[config.mk]
export PLATFORM = sky130hd
export DESIGN_NAME = adcm_front
export DESIGN_NICKNAME = d
export VERILOG_FILES = /design/src/rtl/assert_macros.svh /design/src/rtl/adcm_pkg.sv /design/src/rtl/adcm_front.sv
export SDC_FILE = /design/constraint.sdc
export NUM_CORES = 2
export LEC_CHECK = 0
export BUFFER_PORTS_ARGS = -buffer_cell sky130_fd_sc_hd__buf_2
export CORE_MARGIN = 3
export CORE_UTILIZATION = 55
export CTS_CLUSTER_SIZE = 14
export DETAILED_ROUTE_END_ITERATION = 10
export GPL_TIMING_DRIVEN = 1
export PLACE_DENSITY = 0.81
export SLEW_MARGIN = 20
export SYNTH_ARGS = -nofsm -noshare
export SYNTH_HDL_FRONTEND = slang
export SYNTH_SLANG_ARGS = --single-unit
[constraint.sdc]
create_clock -name clk -period 20.3 [get_ports clk]
set_clock_uncertainty 0.1 [all_clocks]
set_input_delay 0 -clock clk [delete_from_list [all_inputs] [get_ports clk]]
set_output_delay 0 -clock clk [all_outputs]
set_load 0.05 [all_outputs]
[src/rtl/assert_macros.svh]
// Assertion helpers shared by the RTL.
`ifndef ASSERT_MACROS_SVH
`define ASSERT_MACROS_SVH

// Check a property on every rising edge of clk, held off while rst is high.
`define ADCM_ASSERT(label, prop, msg) \
  label: assert property (@(posedge clk) disable iff (rst) (prop)) else $error(msg);

// Check a property on every rising edge of clk, reset included.
`define ADCM_ASSERT_ALWAYS(label, prop, msg) \
  label: assert property (@(posedge clk) (prop)) else $error(msg);

`endif

[src/rtl/adcm_pkg.sv]
package adcm_pkg;

  localparam int XW       = 36;
  localparam int ZW       = 34;
  localparam int SATW     = 36;
  localparam int ANGW     = 18;
  localparam int ATAN_LEN = 24;

  typedef struct packed {
    logic signed [15:0] speed_command;
    logic signed [15:0] turn_rate_command;
  } cmd_t;

  typedef struct packed {
    logic signed [15:0] motor_drive;
    logic signed [15:0] servo_drive;
  } drive_t;

  typedef struct packed {
    logic signed [15:0] speed_offset;
    logic signed [15:0] speed_scale;
    logic signed [15:0] angle_offset;
    logic signed [15:0] angle_scale;
    logic        [14:0] forward_dead_band;
    logic signed [15:0] backward_dead_band;
    logic        [15:0] axle_distance;
  } cfg_t;

  typedef enum logic [2:0] {
    REG_SPEED_OFFSET       = 3'd0,
    REG_SPEED_SCALE        = 3'd1,
    REG_ANGLE_OFFSET       = 3'd2,
    REG_ANGLE_SCALE        = 3'd3,
    REG_FORWARD_DEAD_BAND  = 3'd4,
    REG_BACKWARD_DEAD_BAND = 3'd5,
    REG_AXLE_DISTANCE      = 3'd6
  } reg_idx_t;

  // atan(2^-i) in Q2.30, truncated
  localparam logic signed [ZW-1:0] ATAN_TAB [ATAN_LEN] = '{
    34'sh3243F6A8, 34'sh1DAC6705, 34'sh0FADBAFC, 34'sh07F56EA6,
    34'sh03FEAB76, 34'sh01FFD55B, 34'sh00FFFAAA, 34'sh007FFF55,
    34'sh003FFFEA, 34'sh001FFFFD, 34'sh000FFFFF, 34'sh0007FFFF,
    34'sh0003FFFF, 34'sh0001FFFF, 34'sh0000FFFF, 34'sh00007FFF,
    34'sh00003FFF, 34'sh00001FFF, 34'sh00000FFF, 34'sh000007FF,
    34'sh000003FF, 34'sh000001FF, 34'sh000000FF, 34'sh0000007F
  };

  function automatic logic signed [15:0] sat16(input logic signed [SATW-1:0] v);
    logic signed [15:0] r;
    if (v > SATW'(32767)) begin
      r = 16'sh7FFF;
    end else if (v < -SATW'(32768)) begin
      r = 16'sh8000;
    end else begin
      r = v[15:0];
    end
    return r;
  endfunction

endpackage

[src/rtl/adcm_front.sv]
module adcm_front
  import adcm_pkg::*;
(
  input  logic                 clk,
  input  logic                 rst,
  input  logic                 en,
  input  logic                 cmd_valid,
  input  cmd_t                 cmd,
  input  cfg_t                 cfg,
  output logic                 valid,
  output logic signed [XW-1:0] x,
  output logic signed [XW-1:0] y,
  output logic                 zero,
  output logic signed [32:0]   motor_prod
);

  logic               valid1;
  logic signed [15:0] v1;
  logic signed [15:0] w1;
  logic signed [15:0] v_db;

  logic signed [32:0]   y_prod;
  logic signed [16:0]   v_ext;
  logic signed [16:0]   v_mag;
  logic signed [XW-1:0] y_ext;
  logic signed [16:0]   v_diff;

  always_comb begin
    v_db = cmd.speed_command;
    if ((cmd.speed_command > 16'sd0 &&
         cmd.speed_command < $signed({1'b0, cfg.forward_dead_band})) ||
        (cmd.speed_command < 16'sd0 && cmd.speed_command > cfg.backward_dead_band)) begin
      v_db = '0;
    end
  end

  always_ff @(posedge clk) begin
    if (rst) begin
      valid1 <= 1'b0;
    end else if (en) begin
      valid1 <= cmd_valid;
    end
  end

  always_ff @(posedge clk) begin
    if (en) begin
      v1 <= v_db;
      w1 <= cmd.turn_rate_command;
    end
  end

  assign y_prod = $signed({1'b0, cfg.axle_distance}) * w1;
  assign v_ext  = {v1[15], v1};
  assign v_mag  = v1[15] ? -v_ext : v_ext;
  assign y_ext  = {{(XW-33){y_prod[32]}}, y_prod};
  assign v_diff = v_ext - {cfg.speed_offset[15], cfg.speed_offset};

  always_ff @(posedge clk) begin
    if (rst) begin
      valid <= 1'b0;
    end else if (en) begin
      valid <= valid1;
    end
  end

  always_ff @(posedge clk) begin
    if (en) begin
      x          <= {{(XW-29){1'b0}}, v_mag, 12'b0};
      y          <= v1[15] ? -y_ext : y_ext;
      zero       <= (v1 == 16'sd0) || (w1 == 16'sd0) || (cfg.axle_distance == 16'd0);
      motor_prod <= v_diff * cfg.speed_scale;
    end
  end

endmodule

**Word level (Yosys, flattened, before mapping)**

Index checks and enable logic that the tools add are counted.

- Flip-flop bits (word level): 121
- Bits of input ports: 147
- Output and inout bits: 107

- Add/subtract/negate cells: 3
- Multiply operators: 2
- Order comparisons: 4
- Multiplexer cells: 2
- Reduce and logical (&&, ||, !) cells: 8

Operator list:

| operator | count |
|---|---|
| 17-bit by 16-bit multiplier with 33-bit output | 2 |
| 16-bit zero test | 3 |
| 36-bit two-way mux | 1 |
| 33-bit negation with 36-bit output | 1 |
| 16-bit negation with 17-bit output | 1 |
| 16-bit by 16-bit subtractor with 17-bit output | 1 |
| 16-bit by 1-bit > comparator with 1-bit output, second input constant | 1 |
| 16-bit > comparator | 1 |
| 16-bit by 1-bit less-than comparator with 1-bit output, second input constant | 1 |
| 16-bit less-than comparator | 1 |
| 15-bit two-way mux | 1 |
| 1-bit logical OR | 3 |
| 1-bit logical AND | 2 |

**Depth between registers and ports, before layout**

- Depth in word-level cells: 3
- Depth in mapped cells: 37

**Least setup slack after synthesis**

No wires, ideal clock.

- Kind: register -> register
- Start: reg v1[0]
- End: reg motor_prod[31] (data pin)
- Library setup time: 0.263 ns
- Data arrival time: 8.212 ns
- Path slack: 11.725 ns
- Cell stages (with the launch flop): 35
- Buffers on the path: 2
- Path through: edfxtp_1 inv_1 ha_1 inv_1 fa_1 a21o_1 a21oi_1 o21bai_1 a211oi_1 o31a_1 a21oi_1 a21boi_0 a31o_2 clkbuf_1 nand2_1 fa_1 inv_1 fa_1 fa_1 fa_1 fa_1 inv_1 fa_1 inv_1 ha_1 clkbuf_1 a21oi_1 o21bai_1 a21o_1 a21o_1 a21o_1 a2111oi_0 a211oi_1 a311oi_1 xnor2_1

- Word-level cells in the longest chain between the ends: 2

RTL lines:

| item | RTL line | text |
|---|---|---|
| start: declaration | adcm_front.sv:18 | `logic signed [15:0] v1;` |
| start signal: assignment | adcm_front.sv:47 | `v1 <= v_db;` |
| 16-bit by 16-bit subtractor with 17-bit output | adcm_front.sv:56 | `assign v_diff = v_ext - {cfg.speed_offset[15], cfg.speed_offset};` |
| 17-bit by 16-bit multiplier with 33-bit output | adcm_front.sv:71 | `motor_prod <= v_diff * cfg.speed_scale;` |
| end signal: assignment | adcm_front.sv:71 |  |
| end: declaration | adcm_front.sv:14 | `output logic signed [32:0] motor_prod` |

Every way passes these cells.
A chain may end at the register's enable or synchronous reset.

**Final worst setup path**

Same ends and word-level chain as after synthesis.

==> impl_metrics.ini <==
[synthesis]
synth-compound-area-share_pct = 8.48
synthSimpleGateAreaFrac_pct = 17.1
synth_top_family_by_area = adder cells
netlist_area_um2 = 27000
synth_edf_count = 119
synthMuxAreaShare_pct = 0.190
yosysSeqAreaShare_pct = 13.4
synth_xor_area_share_pct = 3.44
synthFlopType = edfxtp_1
ys_types = 78
ys_ff_latch = 121
avgSynthCellArea_um2 = 9.19
postSynth.asyncResetShare_pct = 0
synthAdderAreaFrac_pct = 46.7
postSynthCellCount = 2939
yosysWarnings = 0

[outcome]
outcome = finished, final reports clean

[min_path]
hold_path_end = y[0]
hold_class = in2reg
min_from = cfg[0]
hold_depth = 3

[timing]
rsz0062_at_grt = no
hold_viol_final = 0
fmax_mhz = 103
tightest_slew_ns = 0.993
max_slew_margin_pct = 33.5
tns_ns = 0
period_needed_ns = 9.67
setup_violations = 0
drv_slew = 0
holdWs_ns = 0.0464
final_min_period_over_clock_period_pct = 47.6

[global_route]
grt_pass1_wl_um = 109000
antenna_found_initial = 2
gr-total-overflow = 0
grt_pass1_vias = 22190
grt_usage_pct = 26.6
grt_max_degree = 76

[clock_network]
clk_latency_ns = 0.49
cts.sinks = 121
cts-htree-levels = 4
postCtsSetupRepairBufs = 0
path_clk_slew_ns = 0.06
ctsHoldBuffers = 36
cts-root-buf = clkbuf_16
cts_tree = built
cts.repair.resized = 0
cts_buffers = 17
clk_path_buf_depth = 2

[worst_setup_path]
crit_path_start_kind = register
cp_num_buf_inv = 5
path_class = reg2reg
cp-end-kind = register
path_max_fanout = 23
cp.required_ns = 20.41
reg2reg_depth = 32
worst_path_most_repeated_cell = fa_1
arrival_ns = 9.79
max_stage_delay_ns = 0.70
crit_family = adder cells
r2r-start = v1[0]
reg2reg_slack_ns = 10.63
cpMaxStageDelayCell = fa_1
rr_endpoint = motor_prod[31]

[die]
io_pins = 254
initial_core_util_pct = 56.1
die_y_um = 228
coreArea_um2 = 48100
die_x_um = 228
die_area_um2 = 51800
rows = 80

[finish]
mostFrequentLayoutCells = inv_1 (614), fa_1 (471), nand2_1 (344)
multiInputGateArea_um2 = 20600
stdcell_count = 3764
layout_commonest_cell = inv_1
fin_nets = 3966
area_growth_pct = 9.00
final-seq-area_um2 = 3610
layout-drive-gt1-share_pct = 9.01
fin_util_pct = 61.1
fill_cells = 4014

[placement]
placedCellCount = 3695
hpwl_um = 50800
io_buffers = 202
gp_congestion = 0.894

[routing]
ant_nets = 0
drt_wl_total_um = 65800
num_vias = 21033
drt_iter0_drc = 1444
wl_per_cell_um = 17.5
drtPass1Iterations = 5
vias_per_cell = 5.59
remaining_drc_errors = 0

[job]
maxCapViolCount = 0
registers in the layout (all words and copies together) (netlist names):
name / cells
zero: 1
x: 17
valid1: 1
w1: 16
valid: 1
v1: 16
motor_prod: 33
y: 36
synth_stat cells, drive strengths merged, types with 12 or more instances:
library cell / number / area share [%]
a211oi: 18 / 0.54
a21o: 37 / 1.0
a21oi: 73 / 1.4
a311oi: 14 / 0.48
and2: 236 / 5.5
buf: 29 / 0.67
clkbuf: 106 / 1.5
edfxtp: 119 / 13
fa: 471 / 35
ha: 254 / 12
inv: 614 / 8.5
nand2: 344 / 4.8
nand2b: 28 / 0.65
nand3: 26 / 0.48
nand4: 19 / 0.44
nor2: 74 / 1.0
nor2b: 41 / 0.95
nor3: 22 / 0.43
nor3b: 22 / 0.61
nor4: 33 / 0.76
o211ai: 24 / 0.67
o21ai: 64 / 1.2
o21bai: 12 / 0.33
o31ai: 17 / 0.47
or2: 13 / 0.30
or3: 13 / 0.30
xnor2: 80 / 2.6
xor2: 26 / 0.84
final cells by class:
| type | instances | area share [%] |
|---|---|---|
| Clock buffer | 19 | 1.47 |
| Inverter | 615 | 7.84 |
| Tap cell | 656 | 2.79 |
| Antenna cell | 1 | 0.00850 |
| Sequential cell | 121 | 12.3 |
| Timing Repair Buffer | 252 | 5.04 |
| Multi-Input combinational cell | 2087 | 70.0 |
| Clock inverter | 13 | 0.570 |
metal layers:
layer | wire (um) | GRT usage (%) | vias to the layer above
met1 | 25100 | 31.9 | 10458
met3 | 4130 | 4.29 | 207
met2 | 33600 | 46.9 | 794
met5 | 19 | 0 | -
li1 | - | - | 9570
met4 | 2980 | 13.1 | 4
logic make-up after synthesis:
kind of cell	after synthesis
AOI/OAI and AO/OA	329
other	1
buffers and inverters	750
muxes	5
and+or+nand+nor	902
xor gates and xnor gates	106
DFF	121
adders and majority gates	725
through the flow:
step | setup slack (ns) | area (um^2)
floorplan | 11.73 | 27100
global placement | 10.78 | 28500
detailed placement | 10.69 | 28500
CTS | 10.65 | 29400
global route | 10.06 | 29400
finish | 10.63 | 29400
worst max-delay path by stage:
stage	to	slack (ns)	depth (start not counted)	startpoint
4_1_cts	motor_prod[31]	10.65	32	v1[0]
5_1_grt	motor_prod[31]	10.06	32	v1[0]
2_1_floorplan	motor_prod[31]	11.73	34	v1[0]
6_report	motor_prod[31]	10.63	32	v1[0]
3_5_place_dp	motor_prod[31]	10.69	32	v1[0]
3_3_place_gp	motor_prod[31]	10.78	30	v1[1]
worst min-delay path, delay by kind of cell:
family	cells	cell delay [ns]
and+or+nand+nor	1	0.17
buffers and inverters	2	0.28
Power is left out: the tool's default activity adds up to more than one toggle a clock period on the data nets, which glitch-free logic cannot reach.
