## src/rtl/assert_macros.svh

```systemverilog
// Assertion helpers shared by the RTL.
`ifndef ASSERT_MACROS_SVH
`define ASSERT_MACROS_SVH

// Check a property on every rising edge of clk, held off while rst is high.
`define ADCM_ASSERT(label, prop, msg) \
  label: assert property (@(posedge clk) disable iff (rst) (prop)) else $error(msg);

// Check a property on every rising edge of clk, reset included.
`define ADCM_ASSERT_ALWAYS(label, prop, msg) \
  label: assert property (@(posedge clk) (prop)) else $error(msg);

`endif

```

## src/rtl/adcm_pkg.sv

```systemverilog
package adcm_pkg;

  localparam int XW       = 36;
  localparam int ZW       = 34;
  localparam int SATW     = 36;
  localparam int ANGW     = 18;
  localparam int ATAN_LEN = 24;

  typedef struct packed {
    logic signed [15:0] speed_command;
    logic signed [15:0] turn_rate_command;
  } cmd_t;

  typedef struct packed {
    logic signed [15:0] motor_drive;
    logic signed [15:0] servo_drive;
  } drive_t;

  typedef struct packed {
    logic signed [15:0] speed_offset;
    logic signed [15:0] speed_scale;
    logic signed [15:0] angle_offset;
    logic signed [15:0] angle_scale;
    logic        [14:0] forward_dead_band;
    logic signed [15:0] backward_dead_band;
    logic        [15:0] axle_distance;
  } cfg_t;

  typedef enum logic [2:0] {
    REG_SPEED_OFFSET       = 3'd0,
    REG_SPEED_SCALE        = 3'd1,
    REG_ANGLE_OFFSET       = 3'd2,
    REG_ANGLE_SCALE        = 3'd3,
    REG_FORWARD_DEAD_BAND  = 3'd4,
    REG_BACKWARD_DEAD_BAND = 3'd5,
    REG_AXLE_DISTANCE      = 3'd6
  } reg_idx_t;

  // atan(2^-i) in Q2.30, truncated
  localparam logic signed [ZW-1:0] ATAN_TAB [ATAN_LEN] = '{
    34'sh3243F6A8, 34'sh1DAC6705, 34'sh0FADBAFC, 34'sh07F56EA6,
    34'sh03FEAB76, 34'sh01FFD55B, 34'sh00FFFAAA, 34'sh007FFF55,
    34'sh003FFFEA, 34'sh001FFFFD, 34'sh000FFFFF, 34'sh0007FFFF,
    34'sh0003FFFF, 34'sh0001FFFF, 34'sh0000FFFF, 34'sh00007FFF,
    34'sh00003FFF, 34'sh00001FFF, 34'sh00000FFF, 34'sh000007FF,
    34'sh000003FF, 34'sh000001FF, 34'sh000000FF, 34'sh0000007F
  };

  function automatic logic signed [15:0] sat16(input logic signed [SATW-1:0] v);
    logic signed [15:0] r;
    if (v > SATW'(32767)) begin
      r = 16'sh7FFF;
    end else if (v < -SATW'(32768)) begin
      r = 16'sh8000;
    end else begin
      r = v[15:0];
    end
    return r;
  endfunction

endpackage

```

## src/rtl/adcm_back.sv

```systemverilog
`include "assert_macros.svh"

module adcm_back
  import adcm_pkg::*;
(
  input  logic                 clk,
  input  logic                 rst,
  input  logic                 en,
  input  logic                 in_valid,
  input  logic signed [ZW-1:0] in_z,
  input  logic                 in_zero,
  input  logic signed [32:0]   in_motor,
  input  cfg_t                 cfg,
  output logic                 out_valid,
  output drive_t               out_drive
);

  logic signed [ZW-1:0]   z_round;
  logic                   valid_a;
  logic signed [ANGW-1:0] angle_a;
  logic signed [15:0]     motor_a;

  logic signed [ANGW:0]   angle_diff;
  logic                   valid_b;
  logic signed [34:0]     servo_prod;
  logic signed [15:0]     motor_b;

  assign z_round = in_z + ZW'(32768);

  always_ff @(posedge clk) begin
    if (rst) begin
      valid_a <= 1'b0;
      valid_b <= 1'b0;
    end else if (en) begin
      valid_a <= in_valid;
      valid_b <= valid_a;
    end
  end

  always_ff @(posedge clk) begin
    if (en) begin
      angle_a <= in_zero ? '0 : z_round[ZW-1:16];
      motor_a <= sat16(SATW'(in_motor >>> 1));
    end
  end

  assign angle_diff = {angle_a[ANGW-1], angle_a} - (ANGW+1)'(cfg.angle_offset);

  always_ff @(posedge clk) begin
    if (en) begin
      servo_prod <= angle_diff * cfg.angle_scale;
      motor_b    <= motor_a;
    end
  end

  assign out_valid             = valid_b;
  assign out_drive.motor_drive = motor_b;
  assign out_drive.servo_drive = sat16(SATW'(servo_prod >>> 7));

  `ADCM_ASSERT(a_back_angle_range, valid_a |-> angle_a <= 18'sd29000 && angle_a >= -18'sd29000, "angle out of range")

endmodule

```

## config.mk

```make
export PLATFORM = sky130hd
export DESIGN_NAME = adcm_back
export DESIGN_NICKNAME = d
export VERILOG_FILES = /design/src/rtl/adcm_pkg.sv /design/src/rtl/adcm_back.sv
export VERILOG_INCLUDE_DIRS = /design/src /design/src/rtl
export SDC_FILE = /design/constraint.sdc
export NUM_CORES = 1
export LEC_CHECK = 0
export ABC_AREA = 1
export BUFFER_PORTS_ARGS = -buffer_cell sky130_fd_sc_hd__clkbuf_2
export CORE_MARGIN = 4
export CORE_UTILIZATION = 45
export CTS_CLUSTER_SIZE = 14
export DETAILED_ROUTE_END_ITERATION = 16
export GPL_ROUTABILITY_DRIVEN = 0
export HOLD_SLACK_MARGIN = 0.02
export PLACE_DENSITY = 0.65
export SLEW_MARGIN = 20
export SYNTH_ARGS = -nofsm -noshare
export SYNTH_HDL_FRONTEND = slang
export SYNTH_SLANG_ARGS = --single-unit
```

## constraint.sdc

```tcl
create_clock -name clk -period 9.2 [get_ports clk]
set_clock_uncertainty 0.15 [all_clocks]
set_input_delay 1.84 -clock clk [delete_from_list [all_inputs] [get_ports clk]]
set_output_delay 1.84 -clock clk [all_outputs]
set_load 0.02 [all_outputs]
```

After elaboration in Yosys (flattened, before gate mapping)
Cells that the tools add are included.
- register bits after elaboration: 87
- bits of input ports: 183
- output and inout bits: 33
- logic and storage cells: 16
- add/sub/neg operators: 2
- multipliers: 1
- order comparisons: 4
- muxes and demuxes: 3
- operator list (operator ; count):
    two-way mux 16 bit ; 3
    multiplier 19 x 16 -> 35 bit ; 1
    adder 34 x 17 -> 34 bit, second input constant ; 1
    > comparator 32 x 16 -> 1 bit, second input constant ; 1
    < comparator 32 x 16 -> 1 bit, second input constant ; 1
    > comparator 28 x 16 -> 1 bit, second input constant ; 1
    < comparator 28 x 16 -> 1 bit, second input constant ; 1
    subtractor 18 x 16 -> 19 bit ; 1

Logic depth before layout (Yosys ltp)
- depth after elaboration: 3
- mapped depth: 39
- gate-level depth less buffers: 38

Worst setup path before layout
Ideal clock, no wire load.
- kind: input-to-reg
- start point: input cfg[63] in the netlist's numbering
- end point: register servo_prod[34], data pin
- library setup time: 0.252 ns
- arrival time: 8.187 ns
- data required time: 8.798 ns
- setup slack: 0.611 ns
- stages on the path: 34
- buffers on the path: 1
- path through: ha_1 -> fa_1 -> inv_1 -> nand3_1 -> nand2_1 -> nand2_1 -> nand2_1 -> nand2_1 -> nand2_1 -> nand2_1 -> nand2_1 -> nand2_2 -> inv_2 -> nor2_1 -> fa_1 -> fa_1 -> clkbuf_1 -> xor2_1 -> ha_1 -> inv_1 -> fa_1 -> inv_1 -> fa_1 -> inv_1 -> fa_1 -> inv_1 -> ha_1 -> inv_1 -> nor3_1 -> nand2_1 -> a21oi_1 -> nor2_1 -> nand3_1 -> nand2_1
- cells in the longest elaborated chain, start to end: 2
- RTL lines (what ; line ; source):
    start, declared ; adcm_back.sv:13 ; input cfg_t cfg,
    subtractor 18 x 16 -> 19 bit ; adcm_back.sv:47 ; assign angle_diff = {angle_a[ANGW-1], angle_a} - (ANGW+1)'(cfg.angle_offset);
    multiplier 19 x 16 -> 35 bit ; adcm_back.sv:51 ; servo_prod <= angle_diff * cfg.angle_scale;
    end signal, assigned ; adcm_back.sv:51 ;
    end, declared ; adcm_back.sv:25 ; logic signed [34:0] servo_prod;
Every way passes these cells.
A chain may end at the register's enable or synchronous reset.

Final worst setup path
Same ends and word-level chain as after synthesis.

==> impl_metrics.env <==
export IMPL_gr_total_overflow=0
export IMPL_drtAntennaViolNets=0
export IMPL_cp_data_arrival_time_ns=8.70
export IMPL_worstPathRequired_ns=9.16
export IMPL_clock_path_buffers=2
export IMPL_cp_end_kind="register"
export IMPL_slowest_delay_ns=0.63
export IMPL_drv_slew=0
export IMPL_die_area_um2=38620
export IMPL_hpwl_mm=34.34
export IMPL_syn_avg_cell_area_um2=8.081
export IMPL_area_delta_synth_final_pct=10.59
export IMPL_numClockSinks=80
export IMPL_ys_seq_area_frac=0.1490
export IMPL_fin_crit_sh=0.9497
export IMPL_synth_seq_cells=80
export IMPL_start_util=0.4595
export IMPL_final_common_cell="inv_1"
export IMPL_min_period_ns=8.737
export IMPL_grt_pass1_vias=14080
export IMPL_cts_resized_gates=0
export IMPL_first_pass_iters=6
export IMPL_vias=13084
export IMPL_num_antenna_cells=0
export IMPL_muxShareOfSynthArea=0
export IMPL_cts_root_buf="clkbuf_16"
export IMPL_netlist_area_um2=15990
export IMPL_hold_viol_final=0
export IMPL_die_h_um=196.5
export IMPL_yosysWarnings=0
export IMPL_worst_skew_pair_late_latency_ns=0.36
export IMPL_synth_flop_cell="edfxtp_1"
export IMPL_synth_xor_area_frac=0.02699
export IMPL_maxSlewHeadroom=0.4125
export IMPL_syn_nets=2566
export IMPL_synth_top_family_by_area="adder cells"
export IMPL_rsz0062_at_grt="no"
export IMPL_most_common_layout_cells="462 x inv_1, 449 x nand2_1, 298 x fa_1, 239 x nor2_1, 119 x clkbuf_2"
export IMPL_async_flop_share=0
export IMPL_cts_buffers=9
export IMPL_cp_max_fo=6
export IMPL_grt_max_degree=70
export IMPL_crit_path_frequent_cell="nand2_1"
export IMPL_status="finished, final reports clean"
export IMPL_cts_tree="yes"
export IMPL_yosys_cell_types_count=36
export IMPL_grt_pass1_wl_mm=68.54
export IMPL_drtIter0Drc=778
export IMPL_synth_fa_ha_area_frac=0.4560
export IMPL_nets=2708
export IMPL_syn_inst=1979
export IMPL_vias_per_cell=5.069
export IMPL_die_w_um=196.5
export IMPL_slowest_stage="fa_1"
export IMPL_clk_pin_slew_worst_paths_ns=0.07
export IMPL_wl_mm=39.81
export IMPL_post_cts_buffers=0
export IMPL_synth_compound_area_share=0.04108
export IMPL_wl_per_cell_um=15.42
export IMPL_drc=0
export IMPL_cts_hold_buf=0
export IMPL_cap_violations=0
export IMPL_synthSimpleGateAreaFrac=0.2030
export IMPL_synth_edf_count=78
export IMPL_port_buffers=120
export IMPL_setup_violations=0
export IMPL_ctsHtreeMaxLevel=3
export IMPL_setup_tns_final_ns=0
export IMPL_io_pins=216
export IMPL_antenna_found_initial=0
export IMPL_criticalPathCategory="in2reg"
export IMPL_row_count=68
export IMPL_drive_above_1_share=0.1040
export IMPL_grtUsageTotal=0.2200
export IMPL_fmax_ghz=0.1145
export IMPL_coreArea_um2=34800
export IMPL_start_kind="primary input"
export IMPL_tightestPinTransition_ns=0.8813
export IMPL_hp_class="reg2reg"
## cells in the mapped netlist (2+ instances only)
master	number	area, µm²
or2_2	5	31.28
clkbuf_1	28	105.1
nand3_1	56	280.3
o21a_1	4	30.03
a21o_1	4	30.03
nand2_1	449	1685
o21ai_0	29	145.1
dfxtp_1	2	40.04
buf_2	9	45.04
nor4_1	11	68.82
o21ai_1	4	20.02
a21boi_0	2	15.01
xor2_2	4	65.06
inv_1	462	1734
o21bai_1	6	45.04
ha_1	106	1326
xor2_1	28	245.2
buf_1	4	15.01
nor2_1	239	897.1
nand2_2	3	18.77
xnor2_1	12	105.1
nand3b_1	8	60.06
edfxtp_1	78	2342
nand4_1	22	137.6
fa_1	298	5966
a21oi_1	67	335.3
nor3_1	12	60.06
clkinv_1	3	11.26
inv_2	17	63.81
## cell type report
| cell class | count | area [µm²] |
|---|---|---|
| repair buffers | 173 | 1013 |
| multi-input cells | 1375 | 11630 |
| clock inverters | 7 | 55.05 |
| fillers | 3355 | 17110 |
| flip-flops and latches | 80 | 2382 |
| well taps | 455 | 569.3 |
| inverters | 482 | 1809 |
| clock buffers | 9 | 225.2 |
## kinds of logic after synthesis
kind of cell	count (synthesis)
flip-flops	80
AO/OA/AOI/OAI	120
XOR/XNOR	45
adder cells (fa/ha/maj)	404
AND/OR/NAND/NOR	806
buffers and inverters	524
## final timing paths
kind	from	slack [ns]	to	cells after the start
worst max-delay path	cfg[63]	0.46	servo_prod[34]	36
worst min-delay path	motor_a[5]	0.27	motor_b[5]	0
worst max register to register	angle_a[0]	1.69	servo_prod[34]	36
worst min register to register	motor_a[5]	0.27	motor_b[5]	0
## state kept, by name, indices dropped and copies added (netlist names)
register and cells:
motor_b 16, valid_a 1, angle_a 18, motor_a 16, servo_prod 28, out_valid 1
## stage by stage
| step | worst slack [ns] | utilization | area [µm²] | instances | hold slack (ns) |
|---|---|---|---|---|---|
| global placement | 0.2128 | 0.5001 | 17400 | 2565 | 0.2524 |
| detailed placement | 0.1797 | 0.5001 | 17400 | 2565 | 0.2563 |
| CTS | 0.5445 | 0.5081 | 17680 | 2581 | 0.2706 |
| global route | 0.008494 | 0.5082 | 17690 | 2581 | 0.2735 |
| finish | 0.4628 | 0.5082 | 17690 | 2581 | 0.2692 |
| floorplan | 0.6112 | - | 15990 | 1979 | 0.2503 |
## layer usage
metal	GRT usage	vias up	routed length, µm
li1	-	6182	-
met1	0.2847	6411	16260
met2	0.3816	423	19840
met3	0.03282	68	2496
met4	0.07215	0	1218
met5	0	-	0
## worst max-delay path: cells and delay by family
family / cells / cell delay (ns)
adders and majority gates: 9 / 4.17
buffers and inverters: 10 / 0.85
and+or+nand+nor: 17 / 1.81
Power is left out: the tool's default activity adds up to more than one toggle a clock period on the data nets, which glitch-free logic cannot reach.
