File: config.mk
export PLATFORM = sky130hd
export DESIGN_NAME = adcm_out_buf
export DESIGN_NICKNAME = d
export VERILOG_FILES = /design/src/rtl/adcm_pkg.sv /design/src/rtl/adcm_out_buf.sv
export VERILOG_INCLUDE_DIRS = /design/src /design/src/rtl
export SDC_FILE = /design/constraint.sdc
export NUM_CORES = 1
export LEC_CHECK = 0
export BUFFER_PORTS_ARGS = -buffer_cell sky130_fd_sc_hd__buf_2
export CAP_MARGIN = 20
export CORE_MARGIN = 5
export CORE_UTILIZATION = 51
export DETAILED_ROUTE_END_ITERATION = 10
export PLACE_DENSITY = 0.87
export SLEW_MARGIN = 40
export SYNTH_ARGS = -nofsm -noshare
export SYNTH_HDL_FRONTEND = slang
export SYNTH_SLANG_ARGS = --single-unit
File: constraint.sdc
create_clock -name clk -period 5.5 [get_ports clk]
set_input_delay 0.55 -clock clk [delete_from_list [all_inputs] [get_ports clk]]
set_output_delay 0.55 -clock clk [all_outputs]
set_load 0.005 [all_outputs]
File: src/rtl/assert_macros.svh
// Assertion helpers shared by the RTL.
`ifndef ASSERT_MACROS_SVH
`define ASSERT_MACROS_SVH

// Check a property on every rising edge of clk, held off while rst is high.
`define ADCM_ASSERT(label, prop, msg) \
  label: assert property (@(posedge clk) disable iff (rst) (prop)) else $error(msg);

// Check a property on every rising edge of clk, reset included.
`define ADCM_ASSERT_ALWAYS(label, prop, msg) \
  label: assert property (@(posedge clk) (prop)) else $error(msg);

`endif

File: src/rtl/adcm_pkg.sv
package adcm_pkg;

  localparam int XW       = 36;
  localparam int ZW       = 34;
  localparam int SATW     = 36;
  localparam int ANGW     = 18;
  localparam int ATAN_LEN = 24;

  typedef struct packed {
    logic signed [15:0] speed_command;
    logic signed [15:0] turn_rate_command;
  } cmd_t;

  typedef struct packed {
    logic signed [15:0] motor_drive;
    logic signed [15:0] servo_drive;
  } drive_t;

  typedef struct packed {
    logic signed [15:0] speed_offset;
    logic signed [15:0] speed_scale;
    logic signed [15:0] angle_offset;
    logic signed [15:0] angle_scale;
    logic        [14:0] forward_dead_band;
    logic signed [15:0] backward_dead_band;
    logic        [15:0] axle_distance;
  } cfg_t;

  typedef enum logic [2:0] {
    REG_SPEED_OFFSET       = 3'd0,
    REG_SPEED_SCALE        = 3'd1,
    REG_ANGLE_OFFSET       = 3'd2,
    REG_ANGLE_SCALE        = 3'd3,
    REG_FORWARD_DEAD_BAND  = 3'd4,
    REG_BACKWARD_DEAD_BAND = 3'd5,
    REG_AXLE_DISTANCE      = 3'd6
  } reg_idx_t;

  // atan(2^-i) in Q2.30, truncated
  localparam logic signed [ZW-1:0] ATAN_TAB [ATAN_LEN] = '{
    34'sh3243F6A8, 34'sh1DAC6705, 34'sh0FADBAFC, 34'sh07F56EA6,
    34'sh03FEAB76, 34'sh01FFD55B, 34'sh00FFFAAA, 34'sh007FFF55,
    34'sh003FFFEA, 34'sh001FFFFD, 34'sh000FFFFF, 34'sh0007FFFF,
    34'sh0003FFFF, 34'sh0001FFFF, 34'sh0000FFFF, 34'sh00007FFF,
    34'sh00003FFF, 34'sh00001FFF, 34'sh00000FFF, 34'sh000007FF,
    34'sh000003FF, 34'sh000001FF, 34'sh000000FF, 34'sh0000007F
  };

  function automatic logic signed [15:0] sat16(input logic signed [SATW-1:0] v);
    logic signed [15:0] r;
    if (v > SATW'(32767)) begin
      r = 16'sh7FFF;
    end else if (v < -SATW'(32768)) begin
      r = 16'sh8000;
    end else begin
      r = v[15:0];
    end
    return r;
  endfunction

endpackage

File: src/rtl/adcm_out_buf.sv
`include "assert_macros.svh"

module adcm_out_buf
  import adcm_pkg::*;
(
  input  logic   clk,
  input  logic   rst,
  input  logic   item_valid,
  input  drive_t item,
  output logic   en,
  output logic   drive_valid,
  input  logic   drive_ready,
  output drive_t drive
);

  logic   skid_valid;
  drive_t skid;
  logic   take;

  assign en   = !skid_valid;
  assign take = item_valid && en;

  always_ff @(posedge clk) begin
    if (rst) begin
      drive_valid <= 1'b0;
      skid_valid  <= 1'b0;
    end else if (drive_ready || !drive_valid) begin
      if (skid_valid) begin
        drive_valid <= 1'b1;
        skid_valid  <= 1'b0;
      end else begin
        drive_valid <= take;
      end
    end else if (take) begin
      skid_valid <= 1'b1;
    end
  end

  always_ff @(posedge clk) begin
    if (drive_ready || !drive_valid) begin
      drive <= skid_valid ? skid : item;
    end else if (take) begin
      skid <= item;
    end
  end

  `ADCM_ASSERT(a_buf_skid_implies_out, skid_valid |-> drive_valid, "skid holds data with empty output")
  `ADCM_ASSERT(a_buf_skid_holds, skid_valid && !drive_ready |=> skid_valid, "skid dropped a stalled transfer")

endmodule

# After elaboration in Yosys (flattened, before gate mapping)
# Cells that the tools add are included.
# word_totals
mem_count	0
ram_bits	0
out_inout_bits	34
wordCells	15
latch_bits	0
ff_bits	66
rom_bits	0
# op_classes
n_mul	0
eq_ne	0
mux	2
magnitude_cmp	0
shift	0
n_reduce_logical	6
n_addsub	0
n_bitwise	1
div_mod_pow	0
# ops
op	count
32-bit 2-to-1 mux	1
1-bit zero test	2
2-bit AND reduction	1
2-bit OR reduction	1
1-bit logical AND	1
1-bit logical OR	1
1-bit 2-to-1 mux	1
1-bit NOT	1

# Depth between registers and ports, before layout
# Gate-level depths: netlist of run 1.
# logic_depth
ltp_word	4
depth_mapped	4

# Worst setup path before layout of run 1
# No wires, ideal clock.
# synth_timing
path_kind	in2reg
from	input drive_ready
to	register skid[0] (netlist bit), enable pin
setup_time_ps	468
path_slack_ps	1176
arrival_ps	3857
t_required_ps	5032
stages	2
cell_sequence	nand2b_1 > nor3b_1
# synth_between
elab_chain_cells	3
# synth_rtl
item	line	source
start, declared	adcm_out_buf.sv:12	input logic drive_ready,
1-bit logical OR	adcm_out_buf.sv:40	if (drive_ready || !drive_valid) begin
1-bit NOT (no source line)	-	
2-bit AND reduction (no source line)	-	
end signal, assigned	adcm_out_buf.sv:43	skid <= item;
end, declared	adcm_out_buf.sv:17	drive_t skid;
# No other way between the ends.
# A chain may end at the register's enable or synchronous reset.

# Worst setup path in the final report of run 1
# layout_timing
from	register drive_valid
to	register skid[22] (netlist bit), enable pin
# layout_between
elab_chain_cells	4
# layout_rtl
item	line	source
start, declared	adcm_out_buf.sv:11	output logic drive_valid,
start signal, assigned	adcm_out_buf.sv:32	drive_valid <= take;
1-bit zero test	adcm_out_buf.sv:40	
1-bit logical OR	adcm_out_buf.sv:40	
1-bit NOT (no source line)	-	
2-bit AND reduction (no source line)	-	
# No other way between the ends.

==> results.md, run 1 <==
- Mapped cell area: 2520 sq um
- Achievable clock frequency: 503 MHz
- Warning count from the yosys run: 0
- Max-Cap Viols: 0
- Synthesized instance count: 108
- Worst-path clk slew: 0.06 ns
- Postcts setup bufs: 0
- Grt total ovfl: 0
- Arrival @ worst endpoint: 1.98 ns
- Post-layout nets: 221
- Placed Cells: 241
- Fraction of layout cells with a size suffix above 1: 0.611
- DIE HEIGHT: 80.3 um
- Wire per inst: 15.4 um
- Max Buffers Root-to-Sink: 2
- Antenna viol nets, final: 0
- DIE WIDTH: 80.3 um
- Area delta synth->final: 22.4%
- Seq/Total Area, Yosys: 0.778
- Diode count: 0
- Slew Limit Fails: 0
- Crit path kind: register to register
- TritonRoute pass-1 iters: 3
- Finished Layout Cells: 257
- Utilization after layout: 0.649
- Die Area: 6450 sq um
- Leakage power total: 1.22 nW
- Gr usage total: 0.137
- Final Critical Period: 1.99 ns
- Ports: 70
- CTS tree: done
- Final wirelength: 3.95 mm
- First-pass GRT wire length: 6.28 mm
- Syn Area/Cell: 23.3 sq um
- Setup violators final: 0
- Pin count of the biggest net entering global routing: 36
- Synth top area share: 0.762
- Final setup TNS: 0 ns
- Cell variety after synth: 13
- Most common cell after layout, fill and taps aside: buf_2
- Required time of the critical path: 5.49 ns
- Final Hold Viols: 0
- Clock Tree Root: clkbuf_8
- Post-CTS Resized: 0
- Via/cell ratio: 4.65
- Period Utilization, post-route: 0.362
- Synth area leader: edfxtp_1
- Multi-input gate area: 502 sq um
- Core Area: 4750 sq um
- Worst slew pin tran: 0.600 ns
- Routability congestion estimate: 0.715
- # hold bufs at CTS: 0
- Clock buffer count from CTS: 9
- FF+latch count, synth: 66
- Worst path slowest cell: nor3b_2
- Worst setup EP type: register
- Crit Path Max Fanout: 35
- Num Clock Sinks: 66
- VDD IR max: 209 uV
- Rows: 25
- Status: finished clean
- Clk_lat worst skew: 0.33 ns
- Initial antenna violation count: 0
- CP startpoint kind: register
- Post-Syn Nets: 144
- Worst path cell trace: nand2b_4, nor3b_2, buf_4
- Largest stage delay, worst path: 0.54 ns
- DRC Markers: 0
- DR iter-0 viols: 69
- Power per cell area: 332 nW/um^2
- Vias in the first global route: 1,284
- Via count: 1,195
- Commonest cells after routing, fill and taps aside: 69 x buf_2, 64 x edfxtp_1, 27 x mux2_4, 9 x clkbuf_8, 5 x mux2_2
- H-tree depth reported by CTS: 3
- Worst slew margin: 0.600
- Fillers: 346
- Port-buffer cells: 69
- Setup repair after global routing missed its margin: false
- Starting Density: 0.530
- Clk_skew: 0.00799 ns
- Hold Crit Class: primary input to register
- Area contributors post-synth: edfxtp_1 76%, mux2_4 16%, mux2_2 2.2%
- Register area: 1970 sq um
critical path: cells and delay by family, from the launching register on:
family	cells	cell delay [ns]
buffers and inverters	1	0.42
AND/OR/NAND/NOR	2	0.83
flip-flops	1	0.39
cell families after synthesis:
group / after synthesis / share of synthesized area
AOI/OAI and AO/OA: 1 / 0.00198
buffers and inverters: 5 / 0.0278
muxes: 32 / 0.183
DFF: 66 / 0.778
and+or+nand+nor: 4 / 0.00893
synth_stat cells:
cell type / number
buf_6: 1
nor2_1: 1
dfxtp_1: 2
nor3_1: 1
nor3b_1: 1
a21oi_1: 1
edfxtp_1: 64
buf_8: 1
inv_1: 1
nand2b_1: 1
buf_12: 2
mux2_4: 27
mux2_2: 5
power breakdown:
group / switching [mW] / internal [mW]
combinational: 0.0275 / 0.0403
sequential: 0.00894 / 0.580
clock: 0.161 / 0.206
total: 0.198 / 0.826
path summary, 6_finish.rpt:
kind | startpoint | to | slack (ns) | cells past startpoint
worst min-delay path | rst | drive_valid | 0.39 | 2
worst min register to register | skid[27] | drive[27] | 0.54 | 1
worst max-delay path | drive_valid | skid[22] | 3.51 | 3
worst max register to register | drive_valid | skid[22] | 3.51 | 3
layout make-up:
type	instances	area share
clock buffers	12	0.0438
clock inverters	4	0.0138
inverters	1	0.00122
multi-input cells	37	0.163
flip-flops and latches	66	0.637
well taps	67	0.0272
repair buffers	70	0.114
layer usage:
layer	wire, um	track usage	part of all wire	vias to the layer above
met4	62	0.0811	0.016	0
met2	1920	0.205	0.49	47
li1	-	-	-	582
met1	1650	0.167	0.42	559
met3	312	0.0549	0.079	7
met5	0	0	0	-
per-stage QoR:
stage / instance area (sq um) / hold slack, ns / total power, mW / worst slack, ns
2_1_floorplan: 2520 / 0.523 / 0.631 / 1.18
3_3_place_gp: 2900 / 0.529 / 0.666 / 2.92
3_5_place_dp: 2900 / 0.532 / 0.669 / 2.83
4_1_cts: 3080 / 0.368 / 1.04 / 3.17
5_1_grt: 3090 / 0.366 / 1.07 / 3.35
6_report: 3090 / 0.390 / 1.02 / 3.51
sequential cells by signal, indices dropped and copies added, names as in the netlist:
signal       count
drive           32
skid            32
drive_valid      1
skid_valid       1
No activity file was read; power rests on OpenSTA's default activity.
==> inputs of run 2 (changes only) <==
==> constraint.sdc (replaced) <==
create_clock -name clk -period 1.9 [get_ports clk]
set_input_delay 0.19 -clock clk [delete_from_list [all_inputs] [get_ports clk]]
set_output_delay 0.19 -clock clk [all_outputs]
set_load 0.005 [all_outputs]
==> results.md, run 2 (synthesis results as in run 1) <==
- Status: finished clean (unchanged)
- Max-Cap Viols: 0 (unchanged)
- Commonest cells after routing, fill and taps aside: 69 x buf_2, 64 x edfxtp_1, 27 x mux2_4, 9 x clkbuf_8, 5 x mux2_2 (unchanged)
- Via count: 1,263 (was 1,195)
- DIE HEIGHT: 80.3 um (unchanged)
- Most common cell after layout, fill and taps aside: buf_2 (unchanged)
- Setup violators final: 0 (unchanged)
- Hold Crit Class: primary input to register (unchanged)
- Utilization after layout: 0.657 (was 0.649)
- Worst-path clk slew: 0.06 ns (about the same)
- H-tree depth reported by CTS: 3 (unchanged)
- DP Worst Slack: 0.382 ns (was 2.83 ns)
- Final wirelength: 4.36 mm (was 3.95 mm)
- Crit Path Max Fanout: 18 (was 35)
- Max Buffers Root-to-Sink: 2 (unchanged)
- Largest stage delay, worst path: 0.69 ns (was 0.54 ns)
- Fin Hold WS: 0.0336 ns (was 0.390 ns)
- Worst slew pin tran: 0.566 ns (was 0.600 ns)
- Required time of the critical path: 1.71 ns (was 5.49 ns)
- Hold path depth: 2 (unchanged)
- Worst slew margin: 0.623 (was 0.600)
- Arrival @ worst endpoint: 1.47 ns (was 1.98 ns)
- Post-layout nets: 224 (was 221)
- # hold bufs at CTS: 0 (unchanged)
- Initial antenna violation count: 0 (unchanged)
- Fraction of layout cells with a size suffix above 1: 0.622 (was 0.611)
- Finished Cell Area: 3130 sq um (was 3090 sq um)
- Port-buffer cells: 69 (unchanged)
- Diode count: 0 (unchanged)
- Final setup TNS: 0 ns (unchanged)
- Power per cell area: 954 nW/um^2 (was 332 nW/um^2)
- Core Area: 4750 sq um (unchanged)
- CP startpoint kind: register (unchanged)
- Internal Pwr Total: 2.40 mW (was 826 uW)
- Sw Share: 0.196 (was 0.193)
- CP Depth: 3 (unchanged)
- Grt total ovfl: 0 (unchanged)
- Clk_lat worst skew: 0.32 ns (was 0.33 ns)
- Num Clock Sinks: 66 (unchanged)
- DRC Markers: 0 (unchanged)
- Postcts setup bufs: 0 (unchanged)
- Clock buffer count from CTS: 9 (unchanged)
- Total power: 2.98 mW (was 1.02 mW)
- Via/cell ratio: 4.86 (was 4.65)
- Leakage power total: 1.24 nW (was 1.22 nW)
- Wire per inst: 16.8 um (was 15.4 um)
- CTS tree: done (unchanged)
- Post-DP HPWL: 3.06 mm
- Achievable clock frequency: 604 MHz
- Slew Limit Fails: 0 (unchanged)
- Area delta synth->final: 24.0% (was 22.4%)
- R2R depth: 2 (was 3)
- Worst path cell trace: buf_12, inv_1, buf_2 (was nand2b_4, nor3b_2, buf_4)
- DIE WIDTH: 80.3 um (unchanged)
- Biggest regs: drive: 32 flops, skid: 32 flops (unchanged)
- Worst setup EP type: output pin (was register)
- Die Area: 6450 sq um (unchanged)
- Gr usage total: 0.148 (was 0.137)
- Clock share of power: 0.359 (about the same)
- VDD IR max: 599 uV (was 209 uV)
- Clk_skew: 0.00779 ns (was 0.00799 ns)
- Rows: 25 (unchanged)
- Crit path kind: register to output pin (was register to register)
- Post-CTS Resized: 0 (unchanged)
- Final Critical Period: 1.66 ns
- TritonRoute pass-1 iters: 4 (was 3)
- Final WS setup: 0.244 ns (was 3.51 ns)
- Worst path slowest cell: dfxtp_2 (was nor3b_2)
- Clock Tree Root: clkbuf_8 (unchanged)
- Final Hold Viols: 0 (unchanged)
- Starting Density: 0.530 (unchanged)
- Psw: 584 uW (was 198 uW)
- Setup repair after global routing missed its margin: false (unchanged)
- DR iter-0 viols: 65 (was 69)
- Finished Layout Cells: 260 (was 257)
- Vias in the first global route: 1,377 (was 1,284)
- Pin count of the biggest net entering global routing: 35 (was 36)
- Worst path top cell family by delay: flip-flops (was simple AND/OR/NAND/NOR gates)
- Period Utilization, post-route: 0.871
- Placed Cells: 244 (was 241)
- Routability congestion estimate: 0.732 (was 0.715)
- First-pass GRT wire length: 6.85 mm (was 6.28 mm)
- Placed Area: 2950 sq um (was 2900 sq um)
- Antenna viol nets, final: 0 (unchanged)
- Comb power frac: 0.070 (was 0.066)
- Ports: 70 (unchanged)
- Sequential share of power: 0.571 (was 0.575)
- Buffers plus inverters on the worst setup path: 3 (was 1)
## run 2: changes by cell type in the layout (fill, tap and decap cells not counted)
cell | before | now
dfxtp_1 | 1 | 0
buf_4 | 1 | 3
nor3b_2 | 1 | 0
dfxtp_2 | 0 | 2
nor3b_4 | 0 | 1
buf_12 | 0 | 1
dfxtp_4 | 1 | 0
## run 2: metal layers
metal,share of wire,wire (um),track usage,up-vias
met4,0.019,82,0.0659,0
met5,0,0,0,-
met3,0.088,382,0.0583,7
met2,0.51,2230,0.244,58
met1,0.38,1660,0.169,615
li1,-,-,-,583
## run 2: final timing paths
check	start	to	slack (ns)
max	skid_valid	en	0.24
min	rst	drive_valid	0.03
max reg2reg	skid_valid	drive[23]	0.37
min reg2reg	skid[21]	drive[21]	0.55
## run 2: cell type report
type | instances | area (sq um)
clock buffers | 12 | 135
clock inverters | 4 | 42.5
fillers | 342 | 1630
inverters | 1 | 3.75
multi-input cells | 37 | 508
flip-flops and latches | 66 | 1960
well taps | 67 | 83.8
repair buffers | 73 | 388
## run 2: power groups by stage
stage | sequential (mW) | combinational, mW | clock (mW)
6_report | 1.70 | 0.210 | 1.07
3_5_place_dp | 1.73 | 0.214 | 0
2_1_floorplan | 1.74 | 0.0923 | 0
5_1_grt | 1.71 | 0.229 | 1.17
3_3_place_gp | 1.73 | 0.203 | 0
4_1_cts | 1.70 | 0.215 | 1.10
## run 2: worst register-to-register path, stage by stage (launching register included)
cell,delay (ns)
dfxtp_2,0.69
buf_12,0.26
mux2_4,0.33
==> inputs of run 3 (changes only) <==
--- a/config.mk
+++ b/config.mk
@@ -8,8 +8,11 @@
 export LEC_CHECK = 0
 export BUFFER_PORTS_ARGS = -buffer_cell sky130_fd_sc_hd__buf_2
 export CAP_MARGIN = 20
+export CELL_PAD_IN_SITES_DETAIL_PLACEMENT = 1
+export CELL_PAD_IN_SITES_GLOBAL_PLACEMENT = 1
 export CORE_MARGIN = 5
-export CORE_UTILIZATION = 51
+export CORE_UTILIZATION = 43
+export CTS_CLUSTER_SIZE = 14
 export DETAILED_ROUTE_END_ITERATION = 10
 export PLACE_DENSITY = 0.87
 export SLEW_MARGIN = 40
==> results.md, run 3 (synthesis results as in run 1) <==
- Status: finished clean (unchanged)
- Internal Pwr Total: 2.53 mW (was 2.40 mW)
- DR iter-0 viols: 36 (was 65)
- Comb power frac: 0.067 (was 0.070)
- CTS tree: done (unchanged)
- Pin count of the biggest net entering global routing: 35 (unchanged)
- Diode count: 0 (unchanged)
- VDD IR max: 599 uV (about the same)
- Hold Crit Class: primary input to register (unchanged)
- Port-buffer cells: 69 (unchanged)
- Post-layout nets: 225 (was 224)
- Final wirelength: 4.69 mm (was 4.36 mm)
- Slew Limit Fails: 0 (unchanged)
- Ports: 70 (unchanged)
- Psw: 626 uW (was 584 uW)
- DIE WIDTH: 86.6 um (was 80.3 um)
- Setup violators final: 0 (unchanged)
- Required time of the critical path: 1.99 ns (was 1.71 ns)
- Vias in the first global route: 1,353 (was 1,377)
- Wire per inst: 17.6 um (was 16.8 um)
- Most common cell after layout, fill and taps aside: buf_2 (unchanged)
- Max Buffers Root-to-Sink: 2 (unchanged)
- Worst slew margin: 0.600 (was 0.623)
- Period Utilization, post-route: 0.816 (was 0.871)
- Final setup TNS: 0 ns (unchanged)
- Crit Path Max Fanout: 19 (was 18)
- TritonRoute pass-1 iters: 4 (unchanged)
- Num Clock Sinks: 66 (unchanged)
- Biggest regs: drive: 32 flops, skid: 32 flops (unchanged)
- Rows: 27 (was 25)
- Leakage power total: 1.26 nW (was 1.24 nW)
- Power per cell area: 995 nW/um^2 (was 954 nW/um^2)
- Post-DP HPWL: 3.38 mm (was 3.06 mm)
- Routability congestion estimate: 0.662 (was 0.732)
- Clk_lat worst skew: 0.33 ns (was 0.32 ns)
- Initial antenna violation count: 0 (unchanged)
- Clock buffer count from CTS: 9 (unchanged)
- Antenna viol nets, final: 0 (unchanged)
- Sequential share of power: 0.539 (was 0.571)
- H-tree depth reported by CTS: 3 (unchanged)
- Final Hold Viols: 0 (unchanged)
- Fraction of layout cells with a size suffix above 1: 0.634 (was 0.622)
- Achievable clock frequency: 645 MHz (was 604 MHz)
- FF-to-FF setup slack: 0.35 ns (was 0.37 ns)
- Gr usage total: 0.136 (was 0.148)
- Utilization after layout: 0.566 (was 0.657)
- DIE HEIGHT: 86.6 um (was 80.3 um)
- Via count: 1,269 (was 1,263)
- Worst slew pin tran: 0.600 ns (was 0.566 ns)
- Final Critical Period: 1.55 ns (was 1.66 ns)
- DRC Markers: 0 (unchanged)
- Setup repair after global routing missed its margin: false (unchanged)
- First-pass GRT wire length: 7.17 mm (was 6.85 mm)
- Clk_skew: 0.00544 ns (was 0.00779 ns)
- Die Area: 7490 sq um (was 6450 sq um)
- Clock share of power: 0.393 (was 0.359)
- Crit path kind: register to register (was register to output pin)
- CP startpoint kind: register (unchanged)
- Core Area: 5610 sq um (was 4750 sq um)
- Grt total ovfl: 0 (unchanged)
- Sw Share: 0.198 (was 0.196)
- Worst setup EP type: register (was output pin)
- Arrival @ worst endpoint: 1.64 ns (was 1.47 ns)
- Commonest cells after routing, fill and taps aside: 69 x buf_2, 64 x edfxtp_1, 27 x mux2_4, 9 x clkbuf_8, 5 x mux2_2 (unchanged)
- Worst-path clk slew: 0.07 ns (was 0.06 ns)
- Area delta synth->final: 25.9% (was 24.0%)
- Max-Cap Viols: 0 (unchanged)
- Via/cell ratio: 4.77 (was 4.86)
- Starting Density: 0.450 (was 0.530)
- Clock Tree Root: clkbuf_8 (unchanged)
==> run 3: per-stage QoR <==
stage	hold slack [ns]	power [mW]	worst slack, ns	instance area [sq um]	instances
after floorplan	0.252	1.83	-0.0201	2540	108
after global placement	0.358	1.94	0.381	2950	249
after detailed placement	0.361	1.95	0.342	2950	249
after CTS	0.0243	3.21	0.346	3170	266
after global routing	0.0224	3.28	0.306	3170	266
final	0.0443	3.16	0.350	3170	266
==> run 3: final timing paths <==
check | from | endpoint | depth (start not counted)
worst min-delay path | item[11] | skid[11] | 1
worst max-delay path | skid_valid | drive[6] | 2
worst min register to register | skid[29] | drive[29] | 1
worst max register to register | skid_valid | drive[6] | 2
==> run 3: power by group through the flow <==
stage / Clock, mW / Combinational (mW) / Sequential (mW)
after floorplan: 0 / 0.0923 / 1.74
final: 1.24 / 0.212 / 1.70
after global routing: 1.34 / 0.231 / 1.71
after global placement: 0 / 0.208 / 1.73
after CTS: 1.28 / 0.218 / 1.70
after detailed placement: 0 / 0.216 / 1.74
==> run 3: critical path, cell delays in order, from the launching register on <==
cell and delay [ns]:
dfxtp_2 0.72, buf_12 0.26, mux2_4 0.32
==> run 3: routing by layer <==
layer  global-route usage  part of all wire  vias to the layer above
met1                0.155              0.40                      628
met4               0.0935             0.027                        0
li1                     -                 -                      586
met2                0.220              0.50                       47
met3               0.0380             0.070                        8
met5                    0                 0                        -
==> run 3: repair_timing <==
item / in CTS / in global routing
gates resized for setup: 0 / 0
hold endpoints to repair: 1 / 0
hold buffers: 1 / 0
setup buffers: 0 / 0
setup endpoints to repair: 0 / 0
==> run 3: area by class of cell <==
| cell class | count | area, sq um |
|---|---|---|
| clock inverter | 6 | 81.3 |
| fill | 523 | 2430 |
| inverter | 1 | 3.75 |
| sequential | 66 | 1960 |
| tap | 72 | 90.1 |
| timing repair buffer | 74 | 398 |
| multi-input combinational | 37 | 508 |
| clock buffer | 10 | 128 |
